File: config.mk
export PLATFORM = sky130hd
export DESIGN_NAME = dewt_div
export DESIGN_NICKNAME = d
export VERILOG_FILES = /design/src/rtl/dewt_pkg.sv /design/src/rtl/dewt_div.sv
export SDC_FILE = /design/constraint.sdc
export NUM_CORES = 1
export LEC_CHECK = 0
export ABC_AREA = 1
export CAP_MARGIN = 40
export CORE_ASPECT_RATIO = 0.6
export CORE_MARGIN = 5
export CORE_UTILIZATION = 45
export DETAILED_ROUTE_END_ITERATION = 16
export DONT_BUFFER_PORTS = 1
export PLACE_DENSITY = 0.57
export SLEW_MARGIN = 20
export SYNTH_ARGS = -nofsm -noshare
export SYNTH_HDL_FRONTEND = slang
export SYNTH_SLANG_ARGS = --single-unit
export TNS_END_PERCENT = 100
File: constraint.sdc
create_clock -name clock -period 6 [get_ports clock]
set_input_delay 0.6 -clock clock [delete_from_list [all_inputs] [get_ports clock]]
set_output_delay 0.6 -clock clock [all_outputs]
set_load 0.02 [all_outputs]
File: src/rtl/dewt_pkg.sv
// Shared types, codes, constants and the exp2 factor table of the edge weight table.
package dewt_pkg;

   // Configuration register indexes
   localparam logic [2:0] CSR_DECAY_MODE = 3'd0;
   localparam logic [2:0] CSR_BOOST      = 3'd1;
   localparam logic [2:0] CSR_CUTOFF     = 3'd2;
   localparam logic [2:0] CSR_DECAY_RATE = 3'd3;
   localparam logic [2:0] CSR_TIME_UNIT  = 3'd4;

   // Forgetting functions
   localparam logic [1:0] MODE_LINEAR = 2'd0;
   localparam logic [1:0] MODE_POWER  = 2'd1;
   localparam logic [1:0] MODE_EXP    = 2'd2;

   // Item kinds
   localparam logic [0:0] KIND_QUERY = 1'b1;

   // Fixed-point constants
   localparam logic [16:0] ONE_Q16    = 17'd65536;
   localparam logic [31:0] LOG2E_Q24  = 32'd24204406;
   localparam logic [40:0] RATE_CAP   = 41'h100_0000_0000;
   localparam logic [40:0] EXP_CAP    = 41'h001_0000_0000;
   localparam logic [16:0] WMAX       = 17'h1FFFF;
   localparam logic [17:0] ERR_WEIGHT = 18'h30000;
   localparam logic [30:0] EXP2_ONE   = 31'h4000_0000;

   typedef enum logic [4:0] {
      ST_CLEAR,
      ST_IDLE,
      ST_READ,
      ST_LOOK,
      ST_DIV,
      ST_RATE,
      ST_EXP_MUL,
      ST_NORM,
      ST_LOG_SQ,
      ST_LOG_MUL,
      ST_EXP2,
      ST_EXP2_MUL,
      ST_EXP2_SHIFT,
      ST_SCALE_MUL,
      ST_BLEND,
      ST_BLEND_MUL,
      ST_FINISH,
      ST_WRITE_AB,
      ST_WRITE_BA,
      ST_DONE
   } state_type;

   typedef enum logic [1:0] {
      MUL_IDLE,
      MUL_LOW,
      MUL_DONE
   } mul_phase_type;

   typedef struct packed {
      logic        start;
      logic [63:0] a;
      logic [31:0] b;
   } mul_req_type;

   typedef struct packed {
      logic        done;
      logic [95:0] p;
   } mul_rsp_type;

   typedef struct packed {
      logic        start;
      logic [46:0] dividend;
      logic [11:0] divisor;
   } div_req_type;

   typedef struct packed {
      logic        done;
      logic [46:0] quotient;
   } div_rsp_type;

   typedef logic [29:0] factor_table_type [16];

   // Floor square root, evaluated at elaboration only
   function automatic logic [63:0] isqrt64(input logic [63:0] x);
      logic [63:0] r;
      logic [63:0] rem;
      logic [63:0] bit_v;
      r     = '0;
      rem   = x;
      bit_v = 64'h4000_0000_0000_0000;
      for (int i = 0; i < 32; i++) begin
         if (rem >= r + bit_v) begin
            rem = rem - (r + bit_v);
            r   = (r >> 1) + bit_v;
         end else begin
            r = r >> 1;
         end
         bit_v = bit_v >> 2;
      end
      return r;
   endfunction

   // Entry k holds 2^(-2^(k-16)) in Q0.30, built by successive roots of 0.5
   function automatic factor_table_type exp2_factors();
      factor_table_type tab;
      logic [63:0]      c;
      c = 64'd1 << 29;
      for (int j = 15; j >= 0; j--) begin
         c      = isqrt64(c << 30);
         tab[j] = c[29:0];
      end
      return tab;
   endfunction

endpackage

File: src/rtl/dewt_div.sv
// Restoring divider, one quotient bit per cycle, for elapsed ticks over the time unit.
module dewt_div (
   input  logic                  clock,
   input  logic                  reset,
   input  dewt_pkg::div_req_type req,
   output dewt_pkg::div_rsp_type rsp
);
   import dewt_pkg::*;

   logic        busy_ff, busy_in;
   logic        done_ff, done_in;
   logic [5:0]  cnt_ff, cnt_in;
   logic [46:0] q_ff, q_in;
   logic [11:0] rem_ff, rem_in;
   logic [11:0] d_ff, d_in;
   logic [12:0] trial;
   logic [12:0] diff;
   logic        fits;

   assign trial = {rem_ff, q_ff[46]};
   assign diff  = trial - {1'b0, d_ff};
   assign fits  = trial >= {1'b0, d_ff};

   // Shift in one dividend bit, subtract when the divisor fits
   always_comb begin
      busy_in = busy_ff;
      done_in = 1'b0;
      cnt_in  = cnt_ff;
      q_in    = q_ff;
      rem_in  = rem_ff;
      d_in    = d_ff;
      if (req.start) begin
         busy_in = 1'b1;
         cnt_in  = 6'($bits(q_ff));
         q_in    = req.dividend;
         rem_in  = '0;
         d_in    = req.divisor;
      end else if (busy_ff) begin
         rem_in = fits ? diff[11:0] : trial[11:0];
         q_in   = {q_ff[45:0], fits};
         cnt_in = cnt_ff - 6'd1;
         if (cnt_ff == 6'd1) begin
            busy_in = 1'b0;
            done_in = 1'b1;
         end
      end
   end

   always_ff @(posedge clock) begin
      if (reset) begin
         busy_ff <= 1'b0;
         done_ff <= 1'b0;
         cnt_ff  <= '0;
      end else begin
         busy_ff <= busy_in;
         done_ff <= done_in;
         cnt_ff  <= cnt_in;
      end
      q_ff   <= q_in;
      rem_ff <= rem_in;
      d_ff   <= d_in;
   end

   assign rsp.done     = done_ff;
   assign rsp.quotient = q_ff;

endmodule

# --- Word-level counts from Yosys, hierarchy flattened ---
# Cells that the tools add are included.
word_totals:
  regBits: 79
  latchBits: 0
  mem_bits_rw: 0
  romBits: 0
  input_bits: 62
  output_inout_bits: 48
  elab_cells: 24
  mem_count: 0
op_classes:
  add_sub_neg: 2
  mul: 0
  n_div: 0
  order_cmp: 1
  n_eq_ne: 1
  n_shift: 0
  n_mux: 9
  bitwise_logic: 1
  n_reduce_logical: 3
ops:
  columns: ["operator", "count"]
  rows:
  - ["$mux 47", 2]
  - ["$ge 13x12->1", 1]
  - ["$mux 12", 1]
  - ["$mux 6", 2]
  - ["$sub 12x12->12", 1]
  - ["$eq 6x1->1 const B", 1]
  - ["$sub 6x1->6 const B", 1]
  - ["$mux 1", 4]
  - ["$reduce_or 3->1", 1]
  - ["$reduce_bool 2->1", 1]
  - ["$reduce_or 2->1", 1]
  - ["$not 1->1", 1]

# --- Depth between registers and ports, before layout ---
depth:
  word_depth: 4
  depth_mapped: 12

# --- Worst setup path before layout ---
# No wires, ideal clock.
synth_path:
  path_kind: "input to register"
  startpoint: "in req[59] (netlist bit)"
  endpoint: "reg q_ff[0] (enable)"
  setup_ns: 0.401
  arrival_ns: 2.108
  path_slack_ns: 3.491
  path_stages: 4
  path_buffers: 2
  path_cell_list: "clkbuf_1 -> nor2_1 -> clkbuf_1 -> inv_1"
synth_between:
  elab_chain_cells: 1
synth_rtl:
  columns: ["element", "line_no", "source"]
  rows:
  - ["start: declaration", "dewt_div.sv:5", "input dewt_pkg::div_req_type req,"]
  - ["$reduce_bool 2->1 (no line)", null, null]
  - ["end signal: assignment", "dewt_div.sv:59", "q_ff <= q_in;"]
  - ["end: declaration", "dewt_div.sv:13", "logic [46:0] q_ff, q_in;"]
# Every way passes these cells.
# A chain may end at the register's enable or synchronous reset.

# --- Worst setup path after layout ---
layout_path:
  startpoint: "reg rem_ff[6]"
  endpoint: "reg q_ff[0] (data pin)"
layout_between:
  elab_chain_cells: 3
layout_rtl:
  columns: ["element", "line_no", "source"]
  rows:
  - ["start: declaration", "dewt_div.sv:14", "logic [11:0] rem_ff, rem_in;"]
  - ["start signal: assignment", "dewt_div.sv:60", "rem_ff <= rem_in;"]
  - ["$ge 13x12->1", "dewt_div.sv:22", "assign fits = trial >= {1'b0, d_ff};"]
  - ["$mux 47", "dewt_div.sv:38", "end else if (busy_ff) begin"]
  - ["$mux 47", "dewt_div.sv:32", "if (req.start) begin"]
  - ["via q_in[0]", "dewt_div.sv:13", null]
# The timed path passes the listed nets, and every way through them passes these cells. The select of a mux whose other input is x is not followed.

==> impl_metrics.json <==
{
  "status": "finished clean",
  "die_x_um": 133,
  "final_nets": 570,
  "io_buffers": 0,
  "hold_path_class": "in -> reg",
  "ant_nets": 0,
  "place_congestion": 0.904,
  "setup_viol": 0,
  "syn_avg_cell_area_um2": 8.24,
  "crit_buf_inv": 1,
  "grt_max_degree": 66,
  "drv_slew": 0,
  "worstPathArrival_ns": 2.53,
  "skew_ns": 0.00580,
  "cpMaxStageDelayCell": "a21oi_2",
  "num_vias": 3116,
  "first_pass_iters": 4,
  "finalSetupTns_ns": 0,
  "dieArea_um2": 11200,
  "yosysSeqAreaShare_pct": 53.1,
  "drc": 0,
  "clock_latency_ns": 0.33,
  "hold_viol_final": 0,
  "cts_root_buffer": "clkbuf_16",
  "criticalPathCategory": "reg -> reg",
  "synthesis.area_um2": 4090,
  "multiInputGateArea_um2": 1600,
  "diodes": 0,
  "pin_count": 110,
  "cts_tree": "done",
  "start_util_pct": 47.1,
  "path_common_cell": "nand2_1",
  "dp_hpwl_um": 6810,
  "drt_iter0_markers": 223,
  "ctsHtreeMaxLevel": 3,
  "viasPerCell": 5.12,
  "critPathMaxFanout": 14,
  "finalCritPeriodShare_pct": 40.7,
  "r2r_slack_ns": 3.56,
  "grt_use_met1_pct": 25.9,
  "synth.ff_latch_count": 79,
  "cts-resized-gates": 0,
  "grt_usage_pct": 17.4,
  "cp-end-kind": "flip-flop",
  "final_common_cell": "nand2_1",
  "area_growth_pct": 9.55,
  "start_kind": "flip-flop",
  "grt_overflow": 0,
  "pwr_density_cell_nw_per_um2": 303,
  "placementRows": 26,
  "ir_drop_v": 0.000128,
  "utilization_pct": 51.6,
  "grt_busiest_layer": "met1",
  "min_period_ns": 2.44,
  "grt_pass1_vias": 2837,
  "leakagePower_nw": 2.14,
  "cpPeakStageDelay_ns": 0.48,
  "max-clock-path-buffers": 2,
  "wl_per_cell_um": 15.7,
  "hold_path_depth": 1,
  "min_from": "reset",
  "cts_buffers": 9,
  "rsz0062_at_grt": "no",
  "drive_above_1_share_pct": 6.44,
  "grtUsageMet3_pct": 7.95,
  "max_freq_ghz": 0.409,
  "ctsHoldBuffers": 0,
  "final_cell_mix": "228 x nand2_1, 59 x edfxtp_1, 58 x inv_1",
  "netlist_instances": 496,
  "antenna_found_initial": 0,
  "drv_cap": 0,
  "max_slew_margin_pct": 62.1,
  "fillers": 813,
  "wl_um": 9560,
  "crit_chain": "ha_1 -> nand2_2 -> inv_1 -> nand2_1 -> nand2_1 -> a21oi_2 -> nand3_2 -> nand2_1 -> nand2_1",
  "rr_startpoint": "rem_ff[6]",
  "path_clk_slew_ns": 0.06,
  "post-place-ws_ns": 3.57,
  "post_cts_buffers": 0,
  "worst-slew-pin-transition_ns": 0.568,
  "grt_pass1_wl_um": 15300,
  "whs_endpoint": "cnt_ff[3]",
  "setup_ws_ns": 3.56,
  "worstReg2RegEnd": "q_ff[0]",
  "clkSinkCount": 79,
  "reg2reg_depth": 9,
  "use_met2_pct": 22.6,
  "synth_cell_type_count": 32,
  "ys.warnings.count": 0,
  "critical_path_required_ns": 6.09,
  "seqCellArea_um2": 2170,
  "synth.net_count": 573,
  "die_h_um": 83.8,
  "cpLargestDelayFamily": "simple AND/OR/NAND/NOR gates",
  "fp.coreArea_um2": 8690
}
[power by group]
part	internal (mW)	switching, mW
Sequential	0.646	0.0728
Combinational	0.0409	0.0743
Clock	0.316	0.207
Total	1.00	0.354
[cell usage after synthesis, drive strengths merged]
master  instances  area (um^2)
a211oi          1         7.51
a21boi          1         7.51
a21oi           6         33.8
a221oi          1         8.76
a31oi           1         6.26
buf             7         42.5
clkbuf         11         41.3
dfxtp          20          400
edfxtp         59         1770
fa              1         20.0
ha             14          175
inv            62          233
nand2         231          875
nand3          29          170
nand3b          1         7.51
nand4          14         87.6
nor2           21         91.3
nor3            3         15.0
nor4            2         12.5
o21ai           3         15.0
o31ai           2         15.0
xnor2           5         43.8
xor2            1         8.76
[how the worst max path moves through the flow]
stage          slack (ns)      start        to  cells after the start
6_report             3.56  rem_ff[6]   q_ff[0]                      9
5_1_grt              3.40    d_ff[7]   q_ff[0]                     10
4_1_cts              3.56    d_ff[8]   q_ff[0]                     10
3_5_place_dp         3.57    d_ff[8]   q_ff[0]                     10
3_3_place_gp         3.53    req[59]  q_ff[11]                      2
2_1_floorplan        3.49    req[59]   q_ff[0]                      4
[through the flow]
| stage | cells | power (mW) | cell area, um^2 | hold slack [ns] |
|---|---|---|---|---|
| 2_1_floorplan | 496 | 0.811 | 4090 | 0.449 |
| 3_3_place_gp | 590 | 0.840 | 4150 | 0.477 |
| 3_5_place_dp | 593 | 0.844 | 4180 | 0.463 |
| 4_1_cts | 608 | 1.37 | 4460 | 0.320 |
| 5_1_grt | 609 | 1.41 | 4480 | 0.328 |
| 6_report | 609 | 1.36 | 4480 | 0.337 |
[layer usage]
| metal | vias up | part of all wire, % |
|---|---|---|
| met1 | 1411 | 50 |
| met4 | 0 | 0.55 |
| met5 | - | 0 |
| met3 | 6 | 10 |
| met2 | 127 | 39 |
| li1 | 1572 | - |
[state kept, by name, summed over array words and instances (netlist names)]
name,count
cnt_ff,6
rem_ff,12
busy_ff,1
done_ff,1
d_ff,12
q_ff,47
[layout make-up]
cell class / count / area share, %
Sequential cell: 79 / 48.5
Multi-Input combinational cell: 337 / 35.7
Inverter: 62 / 5.20
Clock buffer: 10 / 5.11
Tap cell: 112 / 3.13
Timing Repair Buffer: 4 / 1.23
Clock inverter: 5 / 1.12
[kinds of logic after synthesis]
| group | Yosys count | synth area share, % |
|---|---|---|
| XOR/XNOR | 6 | 1.29 |
| AND/OR/NAND/NOR | 301 | 30.8 |
| AO/OA/AOI/OAI | 15 | 2.29 |
| adder cells (fa/ha/maj) | 15 | 4.77 |
| buffers and inverters | 80 | 7.74 |
| flip-flops | 79 | 53.1 |
(Power assumes the default switching activity.)
