$ cat src/rtl/dewt_pkg.sv
// Shared types, codes, constants and the exp2 factor table of the edge weight table.
package dewt_pkg;

   // Configuration register indexes
   localparam logic [2:0] CSR_DECAY_MODE = 3'd0;
   localparam logic [2:0] CSR_BOOST      = 3'd1;
   localparam logic [2:0] CSR_CUTOFF     = 3'd2;
   localparam logic [2:0] CSR_DECAY_RATE = 3'd3;
   localparam logic [2:0] CSR_TIME_UNIT  = 3'd4;

   // Forgetting functions
   localparam logic [1:0] MODE_LINEAR = 2'd0;
   localparam logic [1:0] MODE_POWER  = 2'd1;
   localparam logic [1:0] MODE_EXP    = 2'd2;

   // Item kinds
   localparam logic [0:0] KIND_QUERY = 1'b1;

   // Fixed-point constants
   localparam logic [16:0] ONE_Q16    = 17'd65536;
   localparam logic [31:0] LOG2E_Q24  = 32'd24204406;
   localparam logic [40:0] RATE_CAP   = 41'h100_0000_0000;
   localparam logic [40:0] EXP_CAP    = 41'h001_0000_0000;
   localparam logic [16:0] WMAX       = 17'h1FFFF;
   localparam logic [17:0] ERR_WEIGHT = 18'h30000;
   localparam logic [30:0] EXP2_ONE   = 31'h4000_0000;

   typedef enum logic [4:0] {
      ST_CLEAR,
      ST_IDLE,
      ST_READ,
      ST_LOOK,
      ST_DIV,
      ST_RATE,
      ST_EXP_MUL,
      ST_NORM,
      ST_LOG_SQ,
      ST_LOG_MUL,
      ST_EXP2,
      ST_EXP2_MUL,
      ST_EXP2_SHIFT,
      ST_SCALE_MUL,
      ST_BLEND,
      ST_BLEND_MUL,
      ST_FINISH,
      ST_WRITE_AB,
      ST_WRITE_BA,
      ST_DONE
   } state_type;

   typedef enum logic [1:0] {
      MUL_IDLE,
      MUL_LOW,
      MUL_DONE
   } mul_phase_type;

   typedef struct packed {
      logic        start;
      logic [63:0] a;
      logic [31:0] b;
   } mul_req_type;

   typedef struct packed {
      logic        done;
      logic [95:0] p;
   } mul_rsp_type;

   typedef struct packed {
      logic        start;
      logic [46:0] dividend;
      logic [11:0] divisor;
   } div_req_type;

   typedef struct packed {
      logic        done;
      logic [46:0] quotient;
   } div_rsp_type;

   typedef logic [29:0] factor_table_type [16];

   // Floor square root, evaluated at elaboration only
   function automatic logic [63:0] isqrt64(input logic [63:0] x);
      logic [63:0] r;
      logic [63:0] rem;
      logic [63:0] bit_v;
      r     = '0;
      rem   = x;
      bit_v = 64'h4000_0000_0000_0000;
      for (int i = 0; i < 32; i++) begin
         if (rem >= r + bit_v) begin
            rem = rem - (r + bit_v);
            r   = (r >> 1) + bit_v;
         end else begin
            r = r >> 1;
         end
         bit_v = bit_v >> 2;
      end
      return r;
   endfunction

   // Entry k holds 2^(-2^(k-16)) in Q0.30, built by successive roots of 0.5
   function automatic factor_table_type exp2_factors();
      factor_table_type tab;
      logic [63:0]      c;
      c = 64'd1 << 29;
      for (int j = 15; j >= 0; j--) begin
         c      = isqrt64(c << 30);
         tab[j] = c[29:0];
      end
      return tab;
   endfunction

endpackage

$ cat src/rtl/dewt_mul.sv
// Shared multiplier: 64 by 32 bit product over two 32 by 32 passes.
module dewt_mul (
   input  logic                  clock,
   input  logic                  reset,
   input  dewt_pkg::mul_req_type req,
   output dewt_pkg::mul_rsp_type rsp
);
   import dewt_pkg::*;

   mul_phase_type phase_ff, phase_in;
   logic [31:0]   a_lo_ff, a_lo_in;
   logic [31:0]   b_ff, b_in;
   logic [95:0]   acc_ff, acc_in;
   logic [31:0]   mul_a;
   logic [31:0]   mul_b;
   logic [63:0]   prod;

   // Upper half on the start cycle, lower half on the next
   assign mul_a = (phase_ff == MUL_LOW) ? a_lo_ff : req.a[63:32];
   assign mul_b = (phase_ff == MUL_LOW) ? b_ff : req.b;
   assign prod  = {32'b0, mul_a} * {32'b0, mul_b};

   always_comb begin
      phase_in = phase_ff;
      a_lo_in  = a_lo_ff;
      b_in     = b_ff;
      acc_in   = acc_ff;
      case (phase_ff)
         MUL_LOW: begin
            acc_in   = {acc_ff[63:0], 32'b0} + 96'(prod);
            phase_in = MUL_DONE;
         end
         default: begin
            phase_in = MUL_IDLE;
            if (req.start) begin
               acc_in   = 96'(prod);
               a_lo_in  = req.a[31:0];
               b_in     = req.b;
               phase_in = MUL_LOW;
            end
         end
      endcase
   end

   always_ff @(posedge clock) begin
      if (reset) begin
         phase_ff <= MUL_IDLE;
      end else begin
         phase_ff <= phase_in;
      end
      a_lo_ff <= a_lo_in;
      b_ff    <= b_in;
      acc_ff  <= acc_in;
   end

   assign rsp.done = (phase_ff == MUL_DONE);
   assign rsp.p    = acc_ff;

endmodule

$ cat config.mk
export PLATFORM = sky130hd
export DESIGN_NAME = dewt_mul
export DESIGN_NICKNAME = d
export VERILOG_FILES = /design/src/rtl/dewt_pkg.sv /design/src/rtl/dewt_mul.sv
export SDC_FILE = /design/constraint.sdc
export NUM_CORES = 2
export LEC_CHECK = 0
export BUFFER_PORTS_ARGS = -buffer_cell sky130_fd_sc_hd__buf_2
export CAP_MARGIN = 20
export CORE_MARGIN = 1.5
export CORE_UTILIZATION = 30
export DETAILED_ROUTE_END_ITERATION = 8
export SETUP_SLACK_MARGIN = 0.5
export SLEW_MARGIN = 5
export SYNTH_ARGS = -nofsm -noshare
export SYNTH_HDL_FRONTEND = slang
export SYNTH_SLANG_ARGS = --single-unit
$ cat constraint.sdc
create_clock -name clock -period 27.9 [get_ports clock]
set_input_delay 4.185 -clock clock [delete_from_list [all_inputs] [get_ports clock]]
set_output_delay 4.185 -clock clock [all_outputs]
set_load 0.03 [all_outputs]
## Word level (Yosys, flattened, before mapping)

Index checks and enable logic that the tools add are counted.

- Equality and inequality tests: 2
- $mul: 1
- $add $sub $neg: 1
- Shift operators: 0
- Multiplexer cells: 6
- Reductions and logical operators: 3
- Order comparisons: 0
- Divide/modulo/power cells: 0
- Bitwise gates (word level): 1

Operators by type and width:

| kind | number |
|---|---|
| $mux W96 | 2 |
| $add A96 B64 Y96 | 1 |
| $mul A32 B32 Y64 | 1 |
| $mux W32 | 2 |
| $eq A2 B1 Y1 const B | 1 |
| $eq A2 B2 Y1 const B | 1 |
| $mux W2 | 1 |
| $reduce_and A2 Y1 | 1 |
| $reduce_bool A2 Y1 | 1 |
| $reduce_or A2 Y1 | 1 |
| $mux W1 | 1 |
| $not A1 Y1 | 1 |

- Word-level logic and storage cells: 19
- Register bits after elaboration: 162
- Memories kept: 0
- Bits in latches: 0
- ROM bits: 0
- Memory bits (writable): 0

## Longest topological paths before layout

- Depth in word-level cells: 5
- Depth in mapped cells: 47

## Worst setup path after synthesis

OpenSTA, ideal clock, no wires.

- Path kind: input to register
- Start: in req[77] (netlist name)
- End: reg acc_ff[92] (data pin)
- Slack: 13957 ps
- Stages on the path: 38
- Buffers on the path: 2
- Data arrival time: 13796 ps
- Cells stage by stage: mux2i_1 clkbuf_1 nor2_1 fa_1 fa_1 fa_1 inv_1 fa_1 inv_1 fa_1 inv_1 fa_1 inv_1 fa_1 fa_1 ha_1 nand4_1 or3_1 (+2 left out) a21oi_1 o21ai_0 a21oi_1 xnor2_1 ha_1 inv_1 fa_1 and2b_1 o21ai_1 a21oi_2 o31a_2 a41oi_4 o31a_1 o31ai_4 a31oi_2 buf_2 or4_1 a21oi_1

- Word-level cells in the longest chain between the ends: 4

RTL lines:

| item | line | source |
|---|---|---|
| start: declaration | dewt_mul.sv:5 | `input dewt_pkg::mul_req_type req,` |
| $mux W32 | dewt_mul.sv:19 | `assign mul_a = (phase_ff == MUL_LOW) ? a_lo_ff : req.a[63:32];` |
| $mul A32 B32 Y64 | dewt_mul.sv:21 | `assign prod = {32'b0, mul_a} * {32'b0, mul_b};` |
| $add A96 B64 Y96 | dewt_mul.sv:30 | `acc_in = {acc_ff[63:0], 32'b0} + 96'(prod);` |
| $mux W96 | dewt_mul.sv:28 | `case (phase_ff)` |
| end signal: assignment | dewt_mul.sv:53 | `acc_ff <= acc_in;` |
| end: declaration | dewt_mul.sv:13 | `logic [95:0] acc_ff, acc_in;` |

No other way between the ends.
A chain may end at the register's enable or synchronous reset.

## Final worst setup path

- Start: in req[73] (netlist name)
- End: reg acc_ff[80] (data pin)

Same word-level chain as after synthesis.

==> flow_summary.html <==
<table>
<tr><th>Metric</th><th>Value</th></tr>
<tr><th colspan="2">Logic synthesis</th></tr>
<tr><td>Post-synth EDFFs</td><td>160</td></tr>
<tr><td>Number of cells produced by synthesis</td><td>about 4500</td></tr>
<tr><td>Count of cell types in the netlist</td><td>62</td></tr>
<tr><td>Async set or reset register ratio after synthesis</td><td>0%</td></tr>
<tr><td>Post-synthesis cell area</td><td>between 40000 and 50000 µm²</td></tr>
<tr><td>Avg Inst Size Synth</td><td>about 9.0 µm²</td></tr>
<tr><td>Number of nets produced by synthesis</td><td>a little under 6000</td></tr>
<tr><td>Seq cells post-synth</td><td>around 160</td></tr>
<tr><td>Dominant register cell in the synthesized netlist</td><td>sky130_fd_sc_hd__edfxtp_1</td></tr>
<tr><td>Seq/Total Area, Yosys</td><td>11.9%</td></tr>
<tr><td>Count of yosys warnings during synthesis</td><td>0</td></tr>
<tr><th colspan="2">Clock tree</th></tr>
<tr><td>Longest Clk Path Bufs</td><td>2</td></tr>
<tr><td>TritonCTS clock tree</td><td>done</td></tr>
<tr><td>Number of setup buffers added after CTS</td><td>0</td></tr>
<tr><td>Num Clock Sinks</td><td>roughly 160</td></tr>
<tr><td>Insertion delay to the later sink of the worst-skew pair</td><td>approximately 550 ps</td></tr>
<tr><td>H-tree level count</td><td>4</td></tr>
<tr><td>CTS root buffer</td><td>sky130_fd_sc_hd__clkbuf_16</td></tr>
<tr><td># resized after CTS</td><td>0</td></tr>
<tr><td>CTS Buf Count</td><td>17</td></tr>
<tr><td>Clock edge transition at the registers on the reported setup and hold paths</td><td>about 80 ps</td></tr>
<tr><td>Cts hold-fix bufs</td><td>0</td></tr>
<tr><th colspan="2">Detailed routing</th></tr>
<tr><td>Wire length on met1</td><td>just over 50000 µm</td></tr>
<tr><td>Antenna Violating Nets Remaining</td><td>0</td></tr>
<tr><td>Final routed wirelength across all metal layers</td><td>140000 µm</td></tr>
<tr><td>Metal3 WL</td><td>between 10000 and 15000 µm</td></tr>
<tr><td>Drt via density</td><td>5.04</td></tr>
<tr><td>Detailed-routed wire length on met2</td><td>slightly below 70000 µm</td></tr>
<tr><td>DRC</td><td>0</td></tr>
<tr><td>Max Used Layer</td><td>met5</td></tr>
<tr><td>First-iteration detailed-routing DRC count</td><td>roughly 2400</td></tr>
<tr><td>Vias</td><td>between 30000 and 40000</td></tr>
<tr><td>Mean routed wirelength per cell</td><td>around 22 µm</td></tr>
<tr><td>Number of detailed-route iterations in the first pass</td><td>6</td></tr>
<tr><th colspan="2">Cells and area</th></tr>
<tr><td>Commonest cells after routing, fill and taps aside</td><td>sky130_fd_sc_hd__fa_1 (897), sky130_fd_sc_hd__inv_1 (880), sky130_fd_sc_hd__nand2_1 (821), sky130_fd_sc_hd__nor2_1 (543), sky130_fd_sc_hd__ha_1 (297)</td></tr>
<tr><td>Fill cells</td><td>14100</td></tr>
<tr><td>Final core area utilization</td><td>33.0%</td></tr>
<tr><td>Final #Nets</td><td>5908</td></tr>
<tr><td>Multi-input combinational cell area</td><td>between 30000 and 40000 µm²</td></tr>
<tr><td>Layout overhead on the synthesized area</td><td>9.45%</td></tr>
<tr><td>Area used by sequential logic in the layout</td><td>approximately 4800 µm²</td></tr>
<tr><td>Fraction of layout instances using a drive strength above 1</td><td>between 8 and 9%</td></tr>
<tr><td>Most common library cell in the layout ignoring fill and taps</td><td>sky130_fd_sc_hd__fa_1</td></tr>
<tr><th colspan="2">Floorplan</th></tr>
<tr><td>Number of placement rows</td><td>135</td></tr>
<tr><td>Floorplan die area</td><td>about 140000 µm²</td></tr>
<tr><td>Top-level port count</td><td>approximately 200</td></tr>
<tr><td>Die Span Y</td><td>around 370 µm</td></tr>
<tr><td>CORE AREA</td><td>approximately 140000 µm²</td></tr>
<tr><td>X dimension of the die</td><td>372 µm</td></tr>
<tr><td>Starting density of the core</td><td>between 30% and 40%</td></tr>
<tr><th colspan="2">Run status</th></tr>
<tr><td>Status</td><td>completed</td></tr>
<tr><th colspan="2">STA</th></tr>
<tr><td>Tightest slew margin relative to the limit</td><td>18.8%</td></tr>
<tr><td>Setup TNS after final layout</td><td>0 ps</td></tr>
<tr><td>Slew of the pin with the lowest slew margin</td><td>about 1200 ps</td></tr>
<tr><td>Final setup vio count</td><td>0</td></tr>
<tr><td>Post-route clock period utilization</td><td>a little over half</td></tr>
<tr><td>Max-slew violation count</td><td>0</td></tr>
<tr><td>Setup repair after global routing missed its margin</td><td>no</td></tr>
<tr><td>Worst clock skew on the final layout</td><td>about 31 ps</td></tr>
<tr><td>Shortest clock period the worst path allows after layout</td><td>~15000 ps</td></tr>
<tr><td>Achievable frequency</td><td>between 0.06 and 0.07 GHz</td></tr>
<tr><td>Number of failing hold endpoints at the final stage</td><td>0</td></tr>
<tr><th colspan="2">Global route</th></tr>
<tr><td>Via count of the first global-routing pass</td><td>between 30000 and 40000</td></tr>
<tr><td>Pin count of the biggest net entering global routing</td><td>71</td></tr>
<tr><td>Total gr overflow</td><td>0</td></tr>
<tr><td>Global-route wire length before repair</td><td>around 210000 µm</td></tr>
<tr><td>Initial antenna violation count</td><td>6</td></tr>
<tr><td>Gr usage total</td><td>20.5%</td></tr>
<tr><th colspan="2">Worst setup path</th></tr>
<tr><td>Required time of the critical path</td><td>roughly 28000 ps</td></tr>
<tr><td>Critical Path Start Type</td><td>primary input</td></tr>
<tr><td>Worst path most repeated cell</td><td>sky130_fd_sc_hd__fa_1</td></tr>
<tr><td>Highest net fanout along the worst path</td><td>31</td></tr>
<tr><td>Critical Path AT</td><td>about 15000 ps</td></tr>
<tr><td>Maximum cell stage delay along the critical path</td><td>910 ps</td></tr>
<tr><td>Cell at the slowest stage of the critical path</td><td>sky130_fd_sc_hd__nand2_1</td></tr>
<tr><td>Worst Path Class, Setup</td><td>primary input to flop</td></tr>
<tr><td>Worst setup EP type</td><td>flop</td></tr>
<tr><th colspan="2">Place</th></tr>
<tr><td>GPL Wtd Cong</td><td>about 0.95</td></tr>
<tr><td>Detailed placer's ending HPWL</td><td>around 110000 µm</td></tr>
<tr><td>Input/output buffers</td><td>195</td></tr>
<tr><th colspan="2">Flow run</th></tr>
<tr><td>Max Cap Violations</td><td>0</td></tr>
<tr><th colspan="2">Hold path</th></tr>
<tr><td>Hold WC Path Type</td><td>flop to flop</td></tr>
</table>
## synth_stat cells (all sizes together), types with 10 or more instances
cell	instances	area (µm²)
fa	897	18000
inv	880	3300
nand2	823	3090
nor2	543	2040
ha	297	3720
clkbuf	197	739
edfxtp	160	4800
a21oi	130	658
o21ai	78	390
xnor2	71	622
mux2i	63	631
a21o	55	413
nand4	37	231
xor2	32	280
or3	23	144
o21bai	20	150
nand3	19	95.1
buf	14	57.6
and2	13	81.3
o21a	13	97.6
nor2b	11	68.8
nor3	11	55.1
o31ai	11	96.3
a31oi	10	68.8
mux2	10	113
## sequential cells by signal, summed over array words and instances, names as in the netlist
signal,count
b_ff,32
phase_ff,2
a_lo_ff,32
acc_ff,96
## final cells by class
class	count	share of cell area, %
clock buffers	17	0.954
multi-input cells	3268	71.7
diodes	2	0.0112
inverters	880	7.41
flip-flops and latches	162	10.9
repair buffers	286	3.72
clock inverters	15	0.359
well taps	1781	5.00
## layer usage
layer  GRT usage, %  up-vias
met1           24.3    16600
met5              0        -
met2           34.2     1399
met4           13.3        6
met3           3.75      394
li1               -    13900
## through the flow
step	hold slack [ps]	setup slack, ps	instances	instance area [µm²]
6_report	656	12870	6411	44600
5_1_grt	686	12420	6411	44600
4_1_cts	670	12750	6409	44600
3_5_place_dp	651	12280	6377	44000
3_3_place_gp	621	12310	6377	44000
2_1_floorplan	638	13960	4521	40800
## critical path, delay by kind of cell
| family | cells | cell delay [ps] |
|---|---|---|
| compound gates | 12 | 2760 |
| xor+xnor | 1 | 330 |
| simple gates | 8 | 2690 |
| fa+ha+maj | 11 | 4940 |
| buf+inv | 7 | 450 |
## worst paths after layout
check | startpoint | to | slack [ps] | cells after the start
hold / removal | acc_ff[63]$_DFFE_PP_ | acc_ff[95]$_SDFFCE_PN0P_ | 660 | 2
hold reg to reg | acc_ff[63]$_DFFE_PP_ | acc_ff[95]$_SDFFCE_PN0P_ | 660 | 2
setup / recovery | req[73] | acc_ff[80]$_SDFFCE_PN0P_ | 12870 | 39
setup reg to reg | phase_ff[0]$_SDFF_PP0_ | acc_ff[80]$_SDFFCE_PN0P_ | 14620 | 40
## cells by family after synthesis
family          count (synthesis)  share of synthesized area (%)
compound gates                370                           5.77
xor+xnor                      103                           2.21
fa+ha+maj                    1194                           53.2
buf+inv                      1091                           10.1
flops                         162                           11.9
mux                            73                           1.82
simple gates                 1528                           15.1
Power is not shown: default switching activity piles up to over one toggle a cycle in this logic, so the estimate is an artifact.
